$ cat src/rtl/uct_pkg.sv
`default_nettype none
package uct_pkg;

    // Format codes; a register value of 3 behaves as UTF-32
    localparam logic [1:0] FMT_UTF8  = 2'd0;
    localparam logic [1:0] FMT_UTF16 = 2'd1;
    localparam logic [1:0] FMT_UTF32 = 2'd2;

    // Result error codes
    localparam logic [2:0] ERR_NONE  = 3'd0;
    localparam logic [2:0] ERR_LEAD  = 3'd1;
    localparam logic [2:0] ERR_SURR  = 3'd2;
    localparam logic [2:0] ERR_RANGE = 3'd3;
    localparam logic [2:0] ERR_TRUNC = 3'd4;

    // Configuration register indexes
    localparam logic [1:0] CFG_SOURCE = 2'd0;
    localparam logic [1:0] CFG_TARGET = 2'd1;

    localparam int QUEUE_DEPTH = 2;
    localparam int QUEUE_AW    = $clog2(QUEUE_DEPTH);

    localparam logic [31:0] MAX_POINT = 32'h0010_FFFF;

    // One decoded code point or one error, handed from front to back
    typedef struct packed {
        logic [31:0] cp;
        logic [2:0]  err;
    } t_entry;

endpackage : uct_pkg
`default_nettype wire

$ cat src/rtl/uct_front.sv
`default_nettype none
module uct_front (
    input  wire                 i_clk,
    input  wire                 i_rst_n,
    input  wire  [1:0]          i_src_fmt,
    input  wire                 i_clear,
    input  wire                 i_accept,
    input  wire  [31:0]         i_unit,
    input  wire                 i_final,
    output logic                o_push,
    output uct_pkg::t_entry     o_entry
);
    import uct_pkg::*;

    logic [20:0] r_pp, n_pp;
    logic [1:0]  r_need, n_need;
    logic        r_held, n_held;

    logic [7:0]  w_byte;
    logic [15:0] w_word;
    logic [20:0] w_shift;
    logic [1:0]  w_need_dec;
    logic        w_low_surr;
    logic        w_high_surr;

    always_comb begin
        w_byte      = i_unit[7:0];
        w_word      = i_unit[15:0];
        w_shift     = {r_pp[14:0], w_byte[5:0]};
        w_need_dec  = r_need - 2'd1;
        w_low_surr  = (w_word[15:10] == 6'b110111);
        w_high_surr = (w_word[15:10] == 6'b110110);

        n_pp       = r_pp;
        n_need     = r_need;
        n_held     = r_held;
        o_push     = 1'b0;
        o_entry.cp  = '0;
        o_entry.err = ERR_NONE;

        case (i_src_fmt)
            FMT_UTF8: begin
                if (r_need != 2'd0) begin
                    if (w_need_dec == 2'd0) begin
                        o_push     = 1'b1;
                        o_entry.cp = {11'd0, w_shift};
                        n_pp       = '0;
                        n_need     = 2'd0;
                    end else if (i_final) begin
                        o_push      = 1'b1;
                        o_entry.err = ERR_TRUNC;
                        n_pp        = '0;
                        n_need      = 2'd0;
                    end else begin
                        n_pp   = w_shift;
                        n_need = w_need_dec;
                    end
                end else if (!w_byte[7]) begin
                    o_push     = 1'b1;
                    o_entry.cp = {24'd0, w_byte};
                end else if (w_byte[7:5] == 3'b110 || w_byte[7:4] == 4'b1110
                             || w_byte[7:3] == 5'b11110) begin
                    // lead byte: open a sequence unless the text ends here
                    if (i_final) begin
                        o_push      = 1'b1;
                        o_entry.err = ERR_TRUNC;
                        n_pp        = '0;
                        n_need      = 2'd0;
                    end else if (w_byte[7:5] == 3'b110) begin
                        n_pp   = {16'd0, w_byte[4:0]};
                        n_need = 2'd1;
                    end else if (w_byte[7:4] == 4'b1110) begin
                        n_pp   = {17'd0, w_byte[3:0]};
                        n_need = 2'd2;
                    end else begin
                        n_pp   = {18'd0, w_byte[2:0]};
                        n_need = 2'd3;
                    end
                end else begin
                    o_push      = 1'b1;
                    o_entry.err = ERR_LEAD;
                    n_pp        = '0;
                    n_need      = 2'd0;
                    n_held      = 1'b0;
                end
            end
            FMT_UTF16: begin
                if (r_held) begin
                    o_push = 1'b1;
                    n_pp   = '0;
                    n_need = 2'd0;
                    n_held = 1'b0;
                    if (w_low_surr) begin
                        o_entry.cp = 32'h0001_0000 + {12'd0, r_pp[9:0], w_word[9:0]};
                    end else begin
                        o_entry.err = ERR_SURR;
                    end
                end else if (w_high_surr) begin
                    if (i_final) begin
                        o_push      = 1'b1;
                        o_entry.err = ERR_TRUNC;
                        n_pp        = '0;
                        n_need      = 2'd0;
                    end else begin
                        n_pp   = {11'd0, w_word[9:0]};
                        n_held = 1'b1;
                    end
                end else if (w_low_surr) begin
                    o_push      = 1'b1;
                    o_entry.err = ERR_SURR;
                    n_pp        = '0;
                    n_need      = 2'd0;
                end else begin
                    o_push     = 1'b1;
                    o_entry.cp = {16'd0, w_word};
                end
            end
            default: begin
                o_push     = 1'b1;
                o_entry.cp = i_unit;
            end
        endcase
    end

    always_ff @(posedge i_clk) begin
        if (!i_rst_n || i_clear) begin
            r_pp   <= '0;
            r_need <= 2'd0;
            r_held <= 1'b0;
        end else if (i_accept) begin
            r_pp   <= n_pp;
            r_need <= n_need;
            r_held <= n_held;
        end
    end

endmodule : uct_front
`default_nettype wire

$ cat src/rtl/uct_fifo.sv
`default_nettype none
module uct_fifo (
    input  wire                 i_clk,
    input  wire                 i_rst_n,
    input  wire                 i_push,
    input  uct_pkg::t_entry     i_data,
    input  wire                 i_pop,
    output uct_pkg::t_entry     o_data,
    output logic                o_full,
    output logic                o_empty
);
    import uct_pkg::*;

    t_entry               r_mem [QUEUE_DEPTH];
    logic [QUEUE_AW-1:0]  r_wptr;
    logic [QUEUE_AW-1:0]  r_rptr;
    logic [QUEUE_AW:0]    r_count;

    assign o_full  = (r_count == (QUEUE_AW+1)'(QUEUE_DEPTH));
    assign o_empty = (r_count == '0);
    assign o_data  = r_mem[r_rptr];

    always_ff @(posedge i_clk) begin
        if (i_push) begin
            r_mem[r_wptr] <= i_data;
        end
    end

    always_ff @(posedge i_clk) begin
        if (!i_rst_n) begin
            r_wptr  <= '0;
            r_rptr  <= '0;
            r_count <= '0;
        end else begin
            if (i_push) begin
                r_wptr <= r_wptr + 1'b1;
            end
            if (i_pop) begin
                r_rptr <= r_rptr + 1'b1;
            end
            case ({i_push, i_pop})
                2'b10:   r_count <= r_count + 1'b1;
                2'b01:   r_count <= r_count - 1'b1;
                default: r_count <= r_count;
            endcase
        end
    end

endmodule : uct_fifo
`default_nettype wire

$ cat src/rtl/uct_back.sv
`default_nettype none
module uct_back (
    input  wire                 i_clk,
    input  wire                 i_rst_n,
    input  wire  [1:0]          i_tgt_fmt,
    input  uct_pkg::t_entry     i_entry,
    input  wire                 i_empty,
    output logic                o_pop,
    output logic                o_valid,
    input  wire                 i_ready,
    output logic [31:0]         o_unit,
    output logic                o_last,
    output logic [2:0]          o_err
);
    import uct_pkg::*;

    logic [1:0]  r_idx;
    logic        r_valid;
    logic [31:0] r_unit;
    logic        r_last;
    logic [2:0]  r_err;

    logic [31:0] w_cp;
    logic [19:0] w_off;
    logic [2:0]  w_err;
    logic [1:0]  w_top;
    logic [31:0] w_u [4];
    logic        w_load;
    logic        w_beat_last;

    always_comb begin
        w_cp  = i_entry.cp;
        w_off = 20'(w_cp - 32'h0001_0000);
        w_err = i_entry.err;
        if (w_err == ERR_NONE) begin
            if (w_cp > MAX_POINT) begin
                w_err = ERR_RANGE;
            end else if (i_tgt_fmt == FMT_UTF16 && w_cp[31:11] == 21'h1B) begin
                w_err = ERR_RANGE;
            end
        end

        w_top  = 2'd0;
        w_u[0] = w_cp;
        w_u[1] = '0;
        w_u[2] = '0;
        w_u[3] = '0;
        case (i_tgt_fmt)
            FMT_UTF8: begin
                if (w_cp <= 32'h7F) begin
                    w_top = 2'd0;
                end else if (w_cp <= 32'h7FF) begin
                    w_top  = 2'd1;
                    w_u[0] = {24'd0, 3'b110, w_cp[10:6]};
                    w_u[1] = {24'd0, 2'b10, w_cp[5:0]};
                end else if (w_cp <= 32'hFFFF) begin
                    w_top  = 2'd2;
                    w_u[0] = {24'd0, 4'b1110, w_cp[15:12]};
                    w_u[1] = {24'd0, 2'b10, w_cp[11:6]};
                    w_u[2] = {24'd0, 2'b10, w_cp[5:0]};
                end else begin
                    w_top  = 2'd3;
                    w_u[0] = {24'd0, 5'b11110, w_cp[20:18]};
                    w_u[1] = {24'd0, 2'b10, w_cp[17:12]};
                    w_u[2] = {24'd0, 2'b10, w_cp[11:6]};
                    w_u[3] = {24'd0, 2'b10, w_cp[5:0]};
                end
            end
            FMT_UTF16: begin
                if (w_cp[31:16] != 16'd0) begin
                    w_top  = 2'd1;
                    w_u[0] = {16'd0, 6'b110110, w_off[19:10]};
                    w_u[1] = {16'd0, 6'b110111, w_off[9:0]};
                end
            end
            default: w_top = 2'd0;
        endcase
        if (w_err != ERR_NONE) begin
            w_top  = 2'd0;
            w_u[0] = '0;
        end

        w_load      = !r_valid || i_ready;
        w_beat_last = (r_idx == w_top);
        o_pop       = w_load && !i_empty && w_beat_last;
    end

    always_ff @(posedge i_clk) begin
        if (w_load && !i_empty) begin
            r_unit <= w_u[r_idx];
            r_last <= w_beat_last;
            r_err  <= w_err;
        end
    end

    always_ff @(posedge i_clk) begin
        if (!i_rst_n) begin
            r_valid <= 1'b0;
            r_idx   <= 2'd0;
        end else if (w_load) begin
            r_valid <= !i_empty;
            if (!i_empty) begin
                r_idx <= w_beat_last ? 2'd0 : r_idx + 2'd1;
            end
        end
    end

    assign o_valid = r_valid;
    assign o_unit  = r_unit;
    assign o_last  = r_last;
    assign o_err   = r_err;

endmodule : uct_back
`default_nettype wire

$ cat src/rtl/unicode_transcoder.sv
`default_nettype none
// Streaming UTF-8 / UTF-16 / UTF-32 transcoder. Each input beat carries one
// source code unit (tdata, low 8 or 16 bits used for UTF-8 / UTF-16) and
// tlast marks the last unit of the text. Multi-unit sequences are gathered
// into a code point, which leaves as one to four target units with tlast on
// the final unit; tuser carries the error code, and a bad input yields one
// beat with data zero, tlast set and a nonzero code. A decoder front end
// takes one input beat per cycle into a two-entry queue while it is not
// full; an encoder back end drains it at one output unit per cycle while
// the output side is ready. Units that only advance a sequence produce no
// output. Write the format registers only while the block is idle; a write
// also drops any partial sequence.
module unicode_transcoder (
    input  wire          i_clk,
    input  wire          i_rst_n,
    // input stream
    input  wire          i_s_tvalid,
    output logic         o_s_tready,
    input  wire  [31:0]  i_s_tdata,   // [31:0] code_unit
    input  wire          i_s_tlast,   // final_unit
    // output stream
    output logic         o_m_tvalid,
    input  wire          i_m_tready,
    output logic [31:0]  o_m_tdata,   // [31:0] out_unit
    output logic         o_m_tlast,   // last_of_run
    output logic [2:0]   o_m_tuser,   // [2:0] error_code
    // configuration writes
    input  wire          i_cfg_we,
    input  wire  [1:0]   i_cfg_idx,
    input  wire  [1:0]   i_cfg_data
);
    import uct_pkg::*;

    logic [1:0] r_src_fmt;
    logic [1:0] r_tgt_fmt;
    logic       w_clear;
    logic       w_accept;
    logic       w_push;
    logic       w_pop;
    logic       w_full;
    logic       w_empty;
    t_entry     w_in_entry;
    t_entry     w_head;

    // Any write to a defined register drops the sequence in progress
    assign w_clear  = i_cfg_we && (i_cfg_idx == CFG_SOURCE || i_cfg_idx == CFG_TARGET);
    assign o_s_tready = !w_full;
    assign w_accept = i_s_tvalid && !w_full;

    always_ff @(posedge i_clk) begin
        if (!i_rst_n) begin
            r_src_fmt <= FMT_UTF16;
            r_tgt_fmt <= FMT_UTF8;
        end else if (i_cfg_we) begin
            if (i_cfg_idx == CFG_SOURCE) begin
                r_src_fmt <= i_cfg_data;
            end
            if (i_cfg_idx == CFG_TARGET) begin
                r_tgt_fmt <= i_cfg_data;
            end
        end
    end

    // Decode: collect units into points, classify input errors
    uct_front u_front (
        .i_clk     (i_clk),
        .i_rst_n   (i_rst_n),
        .i_src_fmt (r_src_fmt),
        .i_clear   (w_clear),
        .i_accept  (w_accept),
        .i_unit    (i_s_tdata),
        .i_final   (i_s_tlast),
        .o_push    (w_push),
        .o_entry   (w_in_entry)
    );

    // Hold decoded points so each side stalls on its own
    uct_fifo u_fifo (
        .i_clk   (i_clk),
        .i_rst_n (i_rst_n),
        .i_push  (w_accept && w_push),
        .i_data  (w_in_entry),
        .i_pop   (w_pop),
        .o_data  (w_head),
        .o_full  (w_full),
        .o_empty (w_empty)
    );

    // Encode: emit one target unit per beat
    uct_back u_back (
        .i_clk     (i_clk),
        .i_rst_n   (i_rst_n),
        .i_tgt_fmt (r_tgt_fmt),
        .i_entry   (w_head),
        .i_empty   (w_empty),
        .o_pop     (w_pop),
        .o_valid   (o_m_tvalid),
        .i_ready   (i_m_tready),
        .o_unit    (o_m_tdata),
        .o_last    (o_m_tlast),
        .o_err     (o_m_tuser)
    );

endmodule : unicode_transcoder
`default_nettype wire

$ cat config.mk
export PLATFORM = sky130hd
export DESIGN_NAME = unicode_transcoder
export DESIGN_NICKNAME = d
export VERILOG_FILES = /design/src/rtl/uct_pkg.sv /design/src/rtl/uct_front.sv /design/src/rtl/uct_fifo.sv /design/src/rtl/uct_back.sv /design/src/rtl/unicode_transcoder.sv
export SDC_FILE = /design/constraint.sdc
export NUM_CORES = 1
export LEC_CHECK = 0
export BUFFER_PORTS_ARGS = -buffer_cell sky130_fd_sc_hd__buf_2
export CAP_MARGIN = 20
export CORE_UTILIZATION = 50
export DETAILED_ROUTE_END_ITERATION = 10
export PLACE_DENSITY = 0.7
export SETUP_SLACK_MARGIN = 0.5
export SLEW_MARGIN = 20
export SYNTH_ARGS = -nofsm -noshare
export SYNTH_HDL_FRONTEND = slang
export SYNTH_SLANG_ARGS = --single-unit
$ cat constraint.sdc
create_clock -name i_clk -period 5 [get_ports i_clk]
set_clock_uncertainty 0.15 [all_clocks]
set_input_delay 0.5 -clock i_clk [delete_from_list [all_inputs] [get_ports i_clk]]
set_output_delay 0.5 -clock i_clk [all_outputs]
set_load 0.03 [all_outputs]
=== Yosys cells after proc, flatten, opt, wreduce, memory -nomap -nowiden ===
Memories as Yosys holds them, arrays and structs flattened. A register that Yosys moved wholly into a read port is not among the register bits.
Index checks and enable logic that the tools add are counted.
W data, S select, Z words.

* Word-level logic and storage cells: 164
* Bits in registers: 65
* Memories: 1
* Output and inout port bits: 38
* RAM bits: 70

{| class="wikitable"
|+ Memory list
! name !! depth !! bits a word !! rd ports !! clocked after memory_dff !! write ports !! RTL line !! RTL
|-
| u_fifo.r_mem || 2 || 35 || 1 || 1 || 1 || uct_fifo.sv:14 || <nowiki>t_entry r_mem [QUEUE_DEPTH];</nowiki>
|}

* Bitwise logic cells: 2
* Reduce and logical (&&, ||, !) cells: 32
* Mux-type cells: 84
* Add/sub/neg operators: 8
* Equal/unequal tests: 19
* Order comparisons: 5

{| class="wikitable"
|+ Operator list
! cell !! number
|-
| $mux W64 || 3
|-
| $mux W32 || 5
|-
| $mux W15 || 9
|-
| $mux W128 || 1
|-
| $pmux W64 S2 || 1
|-
| $mux W35 || 2
|-
| $mux W69 || 1
|-
| $bmux W32 S2 || 1
|-
| $pmux W32 S2 || 1
|-
| $mux W38 || 1
|-
| $mux W2 || 17
|-
| $gt A32 B21 Y1 const B || 1
|-
| $le A32 B11 Y1 const B || 1
|-
| $le A32 B16 Y1 const B || 1
|-
| $le A32 B7 Y1 const B || 1
|-
| $pmux W15 S2 || 1
|-
| $mux W3 || 8
|-
| $add A17 B20 Y21 const A || 1
|-
| $eq A21 B5 Y1 const B || 1
|-
| $mux W21 || 1
|-
| $mux W1 || 20
|-
| $sub A20 B17 Y20 const B || 1
|-
| $mux W16 || 1
|-
| $reduce_bool A16 Y1 || 1
|-
| other kinds (35) || 69
|}

=== Logic depth before layout (Yosys ltp) ===
Gate-level depths: netlist of run 1.

* Depth in word-level cells: 11
* Mapped depth: 17
* Mapped depth without buffers: 12

=== Hierarchy ===
Synthesis of run 1 repeated with hierarchy kept, for this count alone.

* Cells, all modules: 628
* Area, all modules: 7145.6 um2

{| class="wikitable"
|+ By module, submodules not included
! module !! cells an instance !! times used !! area an instance (um2)
|-
| uct_fifo || 131 || 1 || 2732.6
|-
| uct_back || 278 || 1 || 2662.6
|-
| uct_front || 198 || 1 || 1556.5
|-
| unicode_transcoder || 21 || 1 || 193.9
|}

=== Worst setup path after synthesis of run 1 ===
OpenSTA, ideal clock, no wires.

* Path kind: reg2reg
* From: register (tool-made name)
* To: register u_fifo.r_count[1]
* Setup time: 0.076 ns
* Arrival: 3.885 ns
* Required time: 4.774 ns
* Period minus slack after synthesis: 4.111 ns
* Slack: 0.889 ns
* Cell stages (with the launch flop): 16
* Buffers on the path: 4
* Cells stage by stage: dfxtp_1 buf_6 buf_4 buf_2 buf_2 mux2i_1 ha_1 or4b_4 nand2_2 o221a_4 mux2_4 a32oi_2 o32ai_4 ha_1 or3_1 a21boi_0

{| class="wikitable"
|+ RTL lines
! element !! RTL line !! RTL
|-
| end signal: assignment || uct_fifo.sv:42 || <nowiki>2'b10: r_count <= r_count + 1'b1;</nowiki>
|-
| end signal: assignment || uct_fifo.sv:43 || <nowiki>2'b01: r_count <= r_count - 1'b1;</nowiki>
|-
| end signal: assignment || uct_fifo.sv:44 || <nowiki>default: r_count <= r_count;</nowiki>
|-
| end: declaration || uct_fifo.sv:17 || <nowiki>logic [QUEUE_AW:0] r_count;</nowiki>
|}

==> summary.txt, run 1 <==
Timing
  • RSZ-0062 raised after global routing: no
  • Post-layout minimum cycle time: ~4.0 ns
  • TNS Setup: 0 ns
  • Hold WS: 0.1725 ns
  • Setup-failing EPs final: 0
  • Hold Vio Cnt, Final: 0
  • Fmax: roughly 0.25 GHz
  • Relative slew margins: just under 30%
  • Part of the cycle the worst path needs: about four fifths
  • Worst Max-Slew Pin Slew: around 1.1 ns
  • Max Slew Vio Count: 0

Yosys
  • Post-synth cell types: 80
  • Sequential element share of the synthesized area: between 50 and 60%
  • Flops & latches, synth: between 100 and 150
  • Cells after Synth: between 600 and 700
  • Post-synth EDFFs: between 100 and 150
  • Post-Syn Area: roughly 0.0069 mm²
  • Async SR Flop Fraction: 0%
  • Synthesis Warnings: 0
  • Syn Area/Cell: 11.10 µm²
  • Top FF cell, synth: edfxtp_1

Final layout
  • Share of cells above drive strength 1: between 20% and 30%
  • Filler instances: between 1,000 and 1,500
  • Most frequent cells in the layout: edfxtp_1 (106), buf_2 (79), nor2_1 (57)
  • Commonest non-fill, non-tap cell in the layout: edfxtp_1
  • Diodes inserted: 0
  • Multi-input gate area: between 0.002 and 0.003 mm²
  • Area delta synth->final: 16.92%
  • Storage cell area: between 0.003 and 0.004 mm²
  • Final core area utilization: about three fifths
  • Nets: 749

Global routing
  • Grt total ovfl: 0
  • Pin count of the biggest net entering global routing: 42
  • Gr usage total: about a quarter
  • Initial antenna violation count: 0
  • Vias in the first global route: 5,225
  • First-pass GRT wire length: 27,500 µm

Pwr
  • Combinational share of power: about 25%
  • Clock group share of total power: 34.0%
  • Internal Power: 0.002526 W
  • P_sw: about 0.0012 W
  • Power Density: between 400 and 500 mW/mm²
  • Sw Share: 32.22%
  • Static leakage: 2.927 nW
  • Maximum VDD drop: around 230 µV
  • Part of the power in registers: 41.1%

Floorplanning
  • Site Rows: 42
  • # IOs: 80
  • Core ar.: ~0.013 mm²
  • Die width: between 100 and 150 µm
  • Starting Density: about half
  • Die area: roughly 0.014 mm²
  • Chip height: ~120 µm

Worst setup path
  • Setup crit start kind: flop
  • CP Data Required Time: between 5 and 6 ns
  • CP arrival: around 4.2 ns
  • Worst Path Max Fanout: 28
  • Crit end category: flop
  • Crit Path Category: reg -> reg

Clock network
  • Clk sinks: between 100 and 150
  • Cts repair resizes: 0
  • # H-tree levels: 4
  • Root Driver: clkbuf_16
  • CTS tree: built
  • Worst-path clk slew: about 0.06 ns
  • Clk Latency, worst-skew pair: between 0.4 and 0.5 ns
  • Cts hold-fix bufs: 0
  • CTS Buffer Depth: 2
  • Setup bufs post-CTS: 0
  • CTS Buf Count: 17

Placement
  • Routability cong.: roughly 0.98
  • DPL Wire Length: around 12,000 µm
  • Port bufs: 79

Drt
  • Post-DR vias/cell: 6.043
  • DRC Markers: 0
  • WL final: about 17,000 µm
  • DR WL/cell: 19.18 µm
  • Routed vias: approximately 5,400
  • TritonRoute pass-1 iters: 5
  • Post-route antenna net violation count: 0
  • Starting DRT DRC Count: 440

Min path
  • Worst min path class: in -> reg

Status
  • Status: finished clean

Run
  • # Max-Cap Violations: 0
-- through the flow --
| stage | power, W | area [µm²] | setup WS [ns] | instances |
|---|---|---|---|---|
| final | 0.003726 | 8059 | 1.024 | 891 |
| after detailed placement | 0.002475 | 7451 | 1.126 | 859 |
| after floorplan | 0.002210 | 6930 | 0.8894 | 631 |
| after global routing | 0.003874 | 8059 | 0.8533 | 891 |
| after CTS | 0.003747 | 8059 | 1.059 | 891 |
| after global placement | 0.002460 | 7451 | 1.263 | 859 |
-- state kept, by name, summed over array words and instances (netlist names), named ones only --
name	cells
u_back.r_idx	2
u_front.r_pp	15
u_back.o_err	3
r_tgt_fmt	2
u_fifo.r_wptr	1
u_fifo.r_rptr	1
u_back.o_last	1
u_back.o_valid	1
r_src_fmt	2
u_fifo.r_count	2
u_fifo.r_mem	70
u_front.r_held	1
u_front.r_need	2
u_back.o_unit	32
-- power by group through the flow --
stage	clock [W]	combinational, W	sequential, W
after floorplan	0	0.000488	0.00172
after global placement	0	0.000915	0.00154
after detailed placement	0	0.000922	0.00155
after CTS	0.00129	0.000928	0.00153
after global routing	0.00133	0.000994	0.00155
final	0.00127	0.000931	0.00153
-- final timing paths --
check | startpoint | end | slack (ns) | cells after the start
setup / recovery | flop | u_fifo.r_count[1] | 1.02 | 12
hold / removal | i_cfg_data[0] | r_src_fmt[0] | 0.17 | 3
setup reg to reg | flop | u_fifo.r_count[1] | 1.02 | 12
hold reg to reg | u_front.r_pp[11] | u_front.r_pp[11] | 0.32 | 2
-- critical path, cell delays in order (launching register included) --
cell      delay [ns]
dfxtp_2         0.48
mux2i_1         0.47
ha_1            0.28
or4b_4          0.49
nand2_2         0.10
o221a_4         0.22
buf_4           0.32
o21a_1          0.27
nor3_2          0.10
o32ai_4         0.17
ha_1            0.32
or3_1           0.37
a21boi_0        0.15
-- synthesized netlist by cell type, types with 3 or more instances --
cell type | number | share of area, %
a21boi_0 | 3 | 0.33
a21o_1 | 4 | 0.44
a21oi_1 | 33 | 2.4
a221oi_1 | 4 | 0.51
a222oi_1 | 10 | 1.5
a22o_1 | 4 | 0.51
a22oi_1 | 7 | 0.76
a31oi_1 | 4 | 0.36
and2_1 | 23 | 2.1
and3_1 | 5 | 0.45
buf_2 | 9 | 0.65
buf_6 | 3 | 0.49
clkbuf_1 | 20 | 1.1
dfxtp_1 | 30 | 8.7
edfxtp_1 | 106 | 46
ha_1 | 5 | 0.91
inv_1 | 16 | 0.87
mux2_2 | 9 | 1.5
mux2i_1 | 31 | 4.5
nand2_1 | 39 | 2.1
nand2b_1 | 11 | 1.0
nand3_1 | 17 | 1.2
nand3b_1 | 3 | 0.33
nand4_1 | 5 | 0.45
nor2_1 | 60 | 3.3
nor2b_1 | 10 | 0.91
nor3_1 | 24 | 1.7
nor3b_1 | 3 | 0.33
nor4_1 | 13 | 1.2
nor4b_1 | 3 | 0.38
o211ai_1 | 6 | 0.65
o21a_1 | 4 | 0.44
o21ai_0 | 19 | 1.4
o21bai_1 | 3 | 0.33
o221ai_1 | 4 | 0.51
o22ai_1 | 3 | 0.27
o31a_1 | 3 | 0.38
or3_1 | 8 | 0.73
xnor2_1 | 5 | 0.64
-- cell families after synthesis --
logic type	synth area share (%)
AO/OA/AOI/OAI	15.47
XOR/XNOR	0.8895
adder cells (fa/ha/maj)	0.9076
buffers and inverters	3.322
flip-flops	54.89
multiplexers	6.190
other	0.05440
AND/OR/NAND/NOR	18.28
-- per-layer routing --
layer / global-route usage [%] / vias up / wire, µm / part of all wire (%)
li1: - / 2532 / - / -
met4: 11.88 / 0 / 564 / 3.3
met5: 0 / - / 0 / 0
met1: 32.91 / 2535 / 7401 / 43
met3: 5.603 / 55 / 1206 / 7.1
met2: 39.68 / 262 / 7915 / 46
-- final cells by class --
| cell class | count | area share (%) |
|---|---|---|
| flip-flops and latches | 136 | 46.96 |
| multi-input cells | 444 | 36.36 |
| clock buffers | 21 | 5.853 |
| repair buffers | 87 | 5.651 |
| well taps | 176 | 2.732 |
| clock inverters | 11 | 1.692 |
| inverters | 16 | 0.7452 |
Note: power is estimated with default switching activity, not from simulation.
==> run 2, diff against run 1 <==
ABC_AREA = 1   (was not set)
PLACE_DENSITY = 0.73   (was 0.7)
clock period = 3.35 ns   (was 5 ns; I/O delays follow)
==> run 2 against run 1 <==
  * Clock-buffer cell count is 4 lower
  * Combinational power grew to 2.7 times the previous value
  * Clock power rose by 44%
  * Worst hold slack worse by 0.14 ns
  * Final cell count rose by 29%
==> summary.txt, run 2 <==
Timing
  • Worst Max-Slew Pin Slew: 0.7843 ns
  • TNS Setup: 0 ns
  • Part of the cycle the worst path needs: between 80% and 90%
  • Max Slew Vio Count: 0
  • Post-layout minimum cycle time: between 2 and 3 ns
  • Setup-failing EPs final: 0
  • RSZ-0062 raised after global routing: yes
  • Relative slew margins: 47.52%
  • Hold Vio Cnt, Final: 0
  • Fmax: 0.3554 GHz

Worst setup path
  • Most Frequent Cell on Critical Path: nand3_4
  • Critical Path, Cell by Cell: buf_6, o21ai_4, ha_4, nand3_4, nor2_4, nand3_4, nor2_8, nand3_4, nand3_4, inv_4, nand3_2, nand2_2, nand3_2, inv_1, ha_1, inv_2, nand2_2, nor2_2, o21ai_1, a21oi_1
  • Critical path depth in cells: 20
  • Crit end category: flop
  • CP endpoint: u_fifo.r_count[1]
  • CP Data Required Time: about 3.6 ns
  • Bufs and invs on worst path: 4
  • Worst Path Max Fanout: 7
  • Max stage delay on crit path: 0.36 ns
  • FF-to-FF End: u_fifo.r_count[1]
  • CP arrival: 3.02 ns
  • Worst path top cell family by delay: simple AND/OR/NAND/NOR gates
  • Reg2Reg Setup Slack: roughly 0.54 ns
  • CP max-delay cell: dfxtp_4
  • Setup crit start kind: flop
  • Crit Path Category: reg -> reg
  • Reg2Reg Depth: 20

Yosys
  • Flops & latches, synth: ~140
  • Synth top cells by count: nand2_1 (230), inv_1 (113), edfxtp_1 (106)
  • Synthesis Warnings: 0
  • Leading area contributor after synthesis: edfxtp_1
  • Sequential element share of the synthesized area: ~53%
  • Top post-synthesis cells by area: edfxtp_1 (45%), nand2_1 (12%), dfxtp_1 (8.5%), inv_1 (6.0%), nor2_1 (3.6%)
  • Cells after Synth: roughly 830
  • Post-synth cell types: slightly below 50
  • Area share of the largest cell type after synthesis: about 45%
  • Top FF cell, synth: edfxtp_1
  • Syn Area/Cell: around 8.6 µm²
  • Top-count cell post-synth: nand2_1
  • Async SR Flop Fraction: 0%
  • Post-synth EDFFs: 106
  • Post-Syn Area: between 0.007 and 0.008 mm²

Global routing
  • First-pass GRT wire length: around 28,000 µm
  • Initial antenna violation count: 0
  • Grt total ovfl: 0
  • Vias in the first global route: about 5,600
  • Pin count of the biggest net entering global routing: roughly 40
  • Gr usage total: 24.99%

Floorplanning
  • Core ar.: 0.01388 mm²
  • Starting Density: approximately half
  • Die width: around 120 µm
  • Die area: roughly 0.015 mm²
  • # IOs: 80
  • Chip height: between 100 and 150 µm
  • Site Rows: 43

Status
  • Status: finished clean

Final layout
  • Area delta synth->final: 21.67%
  • Diodes inserted: 0
  • Largest register FFs: 70
  • Top reg by flops: u_fifo.r_mem
  • Share of cells above drive strength 1: about 22%
  • Filler instances: around 1,200
  • Commonest non-fill, non-tap cell in the layout: nand2_1
  • Nets: ~1,000
  • Most frequent cells in the layout: nand2_1 (224), inv_1 (112), edfxtp_1 (106)
  • Non-Filler Instances: 1,145

Drt
  • TritonRoute pass-1 iters: 5
  • Post-DR vias/cell: approximately 5.3
  • DRC Markers: 0
  • WL final: 17,540 µm
  • DR WL/cell: 15.32 µm
  • Routed vias: just over 6,000
  • Starting DRT DRC Count: between 400 and 500
  • Post-route antenna net violation count: 0

Clock network
  • Worst-path clk slew: approximately 0.06 ns
  • CTS tree: built
  • # H-tree levels: 4
  • CTS Buffer Depth: 2
  • Clk Latency, worst-skew pair: between 0.4 and 0.5 ns
  • Clk sinks: between 100 and 150
  • Root Driver: clkbuf_16
  • CTS Buf Count: 17

Pwr
  • Static leakage: 3.921 nW
  • Power Density: between 700 and 800 mW/mm²
  • Maximum VDD drop: roughly 390 µV

Placement
  • Routability cong.: between 1 and 1.5
  • Placed insts: between 1,000 and 1,500
  • Port bufs: 79
  • DPL Wire Length: approximately 13,000 µm

Min path
  • Hold path start: i_s_tdata[30]
  • Worst min path class: in -> reg

Run
  • # Max-Cap Violations: 0
## run 2: report_power, final
part | internal [W] | leakage (nW) | switching, W
registers | 0.00228 | 1.26 | 0.000117
logic | 0.000726 | 2.39 | 0.00175
clock network | 0.00105 | 0.274 | 0.000777
## run 2: worst register-to-register path: stages (launching register included)
cell	delay (ns)
dfxtp_4	0.36
buf_6	0.13
o21ai_4	0.16
ha_4	0.17
nand3_4	0.07
nor2_4	0.14
nand3_4	0.11
nor2_8	0.21
nand3_4	0.14
nand3_4	0.11
inv_4	0.05
nand3_2	0.05
nand2_2	0.07
nand3_2	0.09
inv_1	0.05
ha_1	0.27
inv_2	0.07
nand2_2	0.05
nor2_2	0.10
o21ai_1	0.07
a21oi_1	0.11
## run 2: area by class of cell
type,instances,area (µm²),area share (%)
inverter,125,491.7,5.687
tap,180,225.2,2.605
sequential,136,3787,43.80
timing repair inverter,1,8.758,0.1013
clock buffer,17,425.4,4.920
multi-input combinational,553,2826,32.69
timing repair buffer,118,726.9,8.407
clock inverter,15,155.1,1.794
## run 2: worst min-delay path by stage
stage	slack, ns	cells after the start	endpoint
floorplan	0.29	1	u_fifo.r_count[1]
global placement	0.30	2	u_front.r_pp[12]
detailed placement	0.31	2	u_front.r_pp[14]
CTS	0.01	3	u_fifo.r_mem[0][33]
global route	0.04	3	u_front.r_pp[0]
finish	0.03	3	u_fifo.r_mem[0][33]
## run 2: logic make-up (layout without fill, tap and decap cells)
kind of cell | Yosys count | in the layout | synth area share [%]
compound gates | 147 | 147 | 12.15
xor+xnor | 4 | 4 | 0.4930
fa+ha+maj | 5 | 5 | 0.8803
buf+inv | 148 | 276 | 8.961
flops | 136 | 136 | 53.24
other cells | 1 | 11 | 0.05277
simple gates | 386 | 386 | 24.23
## run 2: repair_timing
action / in CTS / in global routing
endpoints found under the hold margin: 1 / 0
pin swaps: 12 / 10
hold buffers: 1 / 0
gates resized for setup: 16 / 18
setup endpoints to repair: 11 / 11
cloned: 0 / 1
buffers inserted: 16 / 6
## run 2: per-stage QoR
| stage | area (µm²) | hold WS, ns | power, W | worst slack [ns] | util, % |
|---|---|---|---|---|---|
| floorplan | 7152 | 0.2931 | 0.004056 | 0.4649 | - |
| global placement | 7764 | 0.3021 | 0.004624 | 0.2756 | 55.93 |
| detailed placement | 7764 | 0.3058 | 0.004640 | 0.1502 | 55.93 |
| CTS | 8517 | 0.01286 | 0.006584 | 0.5157 | 61.36 |
| global route | 8647 | 0.03621 | 0.007030 | 0.3811 | 62.29 |
| finish | 8647 | 0.03295 | 0.006692 | 0.5361 | 62.29 |
## run 2: layer usage
layer  vias up  track usage (%)  wire length, µm
met5         -                0                0
li1       2987                -                -
met2       248            40.86             8405
met4         0            11.34              530
met1      2773            31.47             7537
met3        51            5.733             1066
==> run 3, diff against run 2 <==
clock period = 2.5 ns   (was 3.35 ns; I/O delays follow)
==> run 3 against run 2 <==
  * Combinational power is 80% higher
  * Clock-buffer cell count is 1 higher
  * Global-route usage is 3.9 points higher
  * The flow now finishes with violations (negative setup slack)
  * Critical path type unchanged
  * Largest power group unchanged
  * Die area stayed put
  * Critical path depth stayed put
  * Highest routed layer unchanged
  * Setup slack worse by 0.90 ns
  * Largest cell class unchanged
==> summary.txt, run 3 (synthesis results as in run 2) <==
Pwr
  • Power Density: about 1000 mW/mm²
  • Pwr Total: about 0.010 W
  • Static leakage: 4.628 nW
  • Maximum VDD drop: 517.5 µV

Timing
  • Hold Vio Cnt, Final: 0
  • Post-layout minimum cycle time: between 2 and 3 ns
  • Worst Max-Slew Pin Slew: ~0.87 ns
  • Max Slew Vio Count: 0
  • Relative slew margins: ~41%
  • Setup-failing EPs final: 19
  • Setup ws final: -0.3605 ns
  • Part of the cycle the worst path needs: 114.4%
  • TNS Setup: -2.204 ns
  • RSZ-0062 raised after global routing: yes
  • Fmax: 0.3496 GHz

Global routing
  • Grt total ovfl: 0
  • Pin count of the biggest net entering global routing: 41
  • Gr usage total: between 20 and 30%
  • First-pass GRT wire length: ~32,000 µm
  • Initial antenna violation count: 0
  • Vias in the first global route: 6,462

Floorplanning
  • Starting Density: 51.20%
  • Site Rows: 43
  • # IOs: 80
  • Die area: 0.01469 mm²
  • Core ar.: between 0.01 and 0.015 mm²
  • Chip height: about 120 µm
  • Die width: ~120 µm

Final layout
  • Diodes inserted: 0
  • Final core area utilization: between 70% and 80%
  • Final instance area: about 0.010 mm²
  • Largest register FFs: 70
  • Most frequent cells in the layout: nand2_1 (208), edfxtp_1 (106), inv_1 (101)
  • Area delta synth->final: 43.68%
  • Share of cells above drive strength 1: 34.94%
  • Nets: between 1,000 and 1,500
  • Commonest non-fill, non-tap cell in the layout: nand2_1
  • Top reg by flops: u_fifo.r_mem
  • Filler instances: 938

Drt
  • Post-DR vias/cell: 5.440
  • DR WL/cell: between 15 and 20 µm
  • TritonRoute pass-1 iters: 6
  • Post-route antenna net violation count: 0
  • DRC Markers: 0
  • Starting DRT DRC Count: approximately 660
  • WL final: 21,530 µm
  • Routed vias: 6,849

Min path
  • Worst min path class: in -> reg
  • Hold EP: u_fifo.r_mem[0][23]
  • Hold path start: i_s_tdata[20]
  • Hold path depth: 3

Clock network
  • CTS tree: built
  • Worst-path clk slew: 0.06 ns
  • # H-tree levels: 4
  • CTS Buf Count: 17
  • CTS Buffer Depth: 2
  • Clk Latency, worst-skew pair: between 0.4 and 0.5 ns
  • Clk sinks: between 100 and 150
  • Root Driver: clkbuf_16

Worst setup path
  • Crit end category: flop
  • Setup crit start kind: flop
  • CP Data Required Time: approximately 2.7 ns
  • CP arrival: between 3 and 4 ns
  • Worst Path Max Fanout: 21
  • FF-to-FF End: u_fifo.r_count[1]
  • Reg2Reg Setup Slack: -0.36 ns
  • Reg2Reg Depth: 20
  • Crit Path Category: reg -> reg

Placement
  • Placed standard-cell area: around 0.0084 mm²
  • Routability cong.: 0.9496
  • DPL Wire Length: roughly 13,000 µm
  • Port bufs: 79

Status
  • Failing checks: negative setup slack
  • Status: complete, but fails checks

Run
  • # Max-Cap Violations: 0
[run 3: changes by cell type in the layout (fill, tap and decap cells not counted), sizes merged]
cell         delta
buf            +95
clkbuf          +1
inv             -4
dlygate4sd3    +18
nand2           +1
bufinv          +2
clkinvlp        -1
clkinv          +2
[run 3: how the worst max path moves through the flow]
stage               startpoint                end  slack (ns)  cells past startpoint
floorplan                 flop  u_fifo.r_count[1]       -0.28                     21
global placement          flop  u_fifo.r_count[1]       -0.23                     17
detailed placement        flop  u_fifo.r_count[1]       -0.31                     18
CTS                       flop  u_fifo.r_count[1]       -0.27                     20
global route              flop  u_fifo.r_count[1]       -0.47                     20
finish                    flop  u_fifo.r_count[1]       -0.36                     20
[run 3: cell type report]
class	count	area, µm²	share of cell area (%)
sequential	136	3795	37.16
multi-input combinational	554	3153	30.88
clock buffer	18	429.2	4.203
timing repair inverter	1	8.758	0.08577
inverter	125	505.5	4.950
timing repair buffer	231	1908	18.69
clock inverter	14	186.4	1.826
tap	180	225.2	2.206
[run 3: stage by stage]
| step | instances | hold slack (ns) | setup slack (ns) |
|---|---|---|---|
| final | 1259 | 0.01342 | -0.3605 |
| after global routing | 1259 | 0.02178 | -0.4748 |
| after CTS | 1234 | 0.009109 | -0.2721 |
| after detailed placement | 1156 | 0.3060 | -0.3055 |
| after global placement | 1156 | 0.3017 | -0.2312 |
| after floorplan | 837 | 0.2304 | -0.2772 |
[run 3: where the power goes]
group / switching [W] / leakage (nW) / internal [W]
Sequential: 0.000172 / 1.26 / 0.00305
Clock: 0.00105 / 0.295 / 0.00160
Combinational: 0.00272 / 3.07 / 0.00172
[run 3: metal layers]
layer | routed length (µm) | part of all wire, % | global-route usage (%)
met1 | 8244 | 38 | 34.08
met5 | 0 | 0 | 0
met3 | 1592 | 7.4 | 6.814
met4 | 911 | 4.2 | 16.28
met2 | 10780 | 50 | 48.43
[run 3: critical path: stages, from the launching register on]
cell,delay [ns]
dfxtp_4,0.36
buf_12,0.14
buf_4,0.24
nand2_1,0.12
nand2_2,0.11
nand2_1,0.06
nor2_1,0.14
nand4_1,0.22
nand3_4,0.16
clkinv_4,0.08
nand2_2,0.07
nand2_2,0.04
nand2_2,0.09
nand3_2,0.09
inv_2,0.08
ha_4,0.20
inv_4,0.07
nand2_4,0.05
nor2_4,0.09
o21ai_1,0.07
a21oi_1,0.16
[run 3: repair_timing]
action | CTS | global route
setup endpoints to repair | 119 | 138
hold buffers | 19 | 0
resized for setup | 58 | 86
setup buffers | 21 | 22
gates cloned | 6 | 3
pin swaps | 20 | 41
hold endpoints to repair | 30 | 0
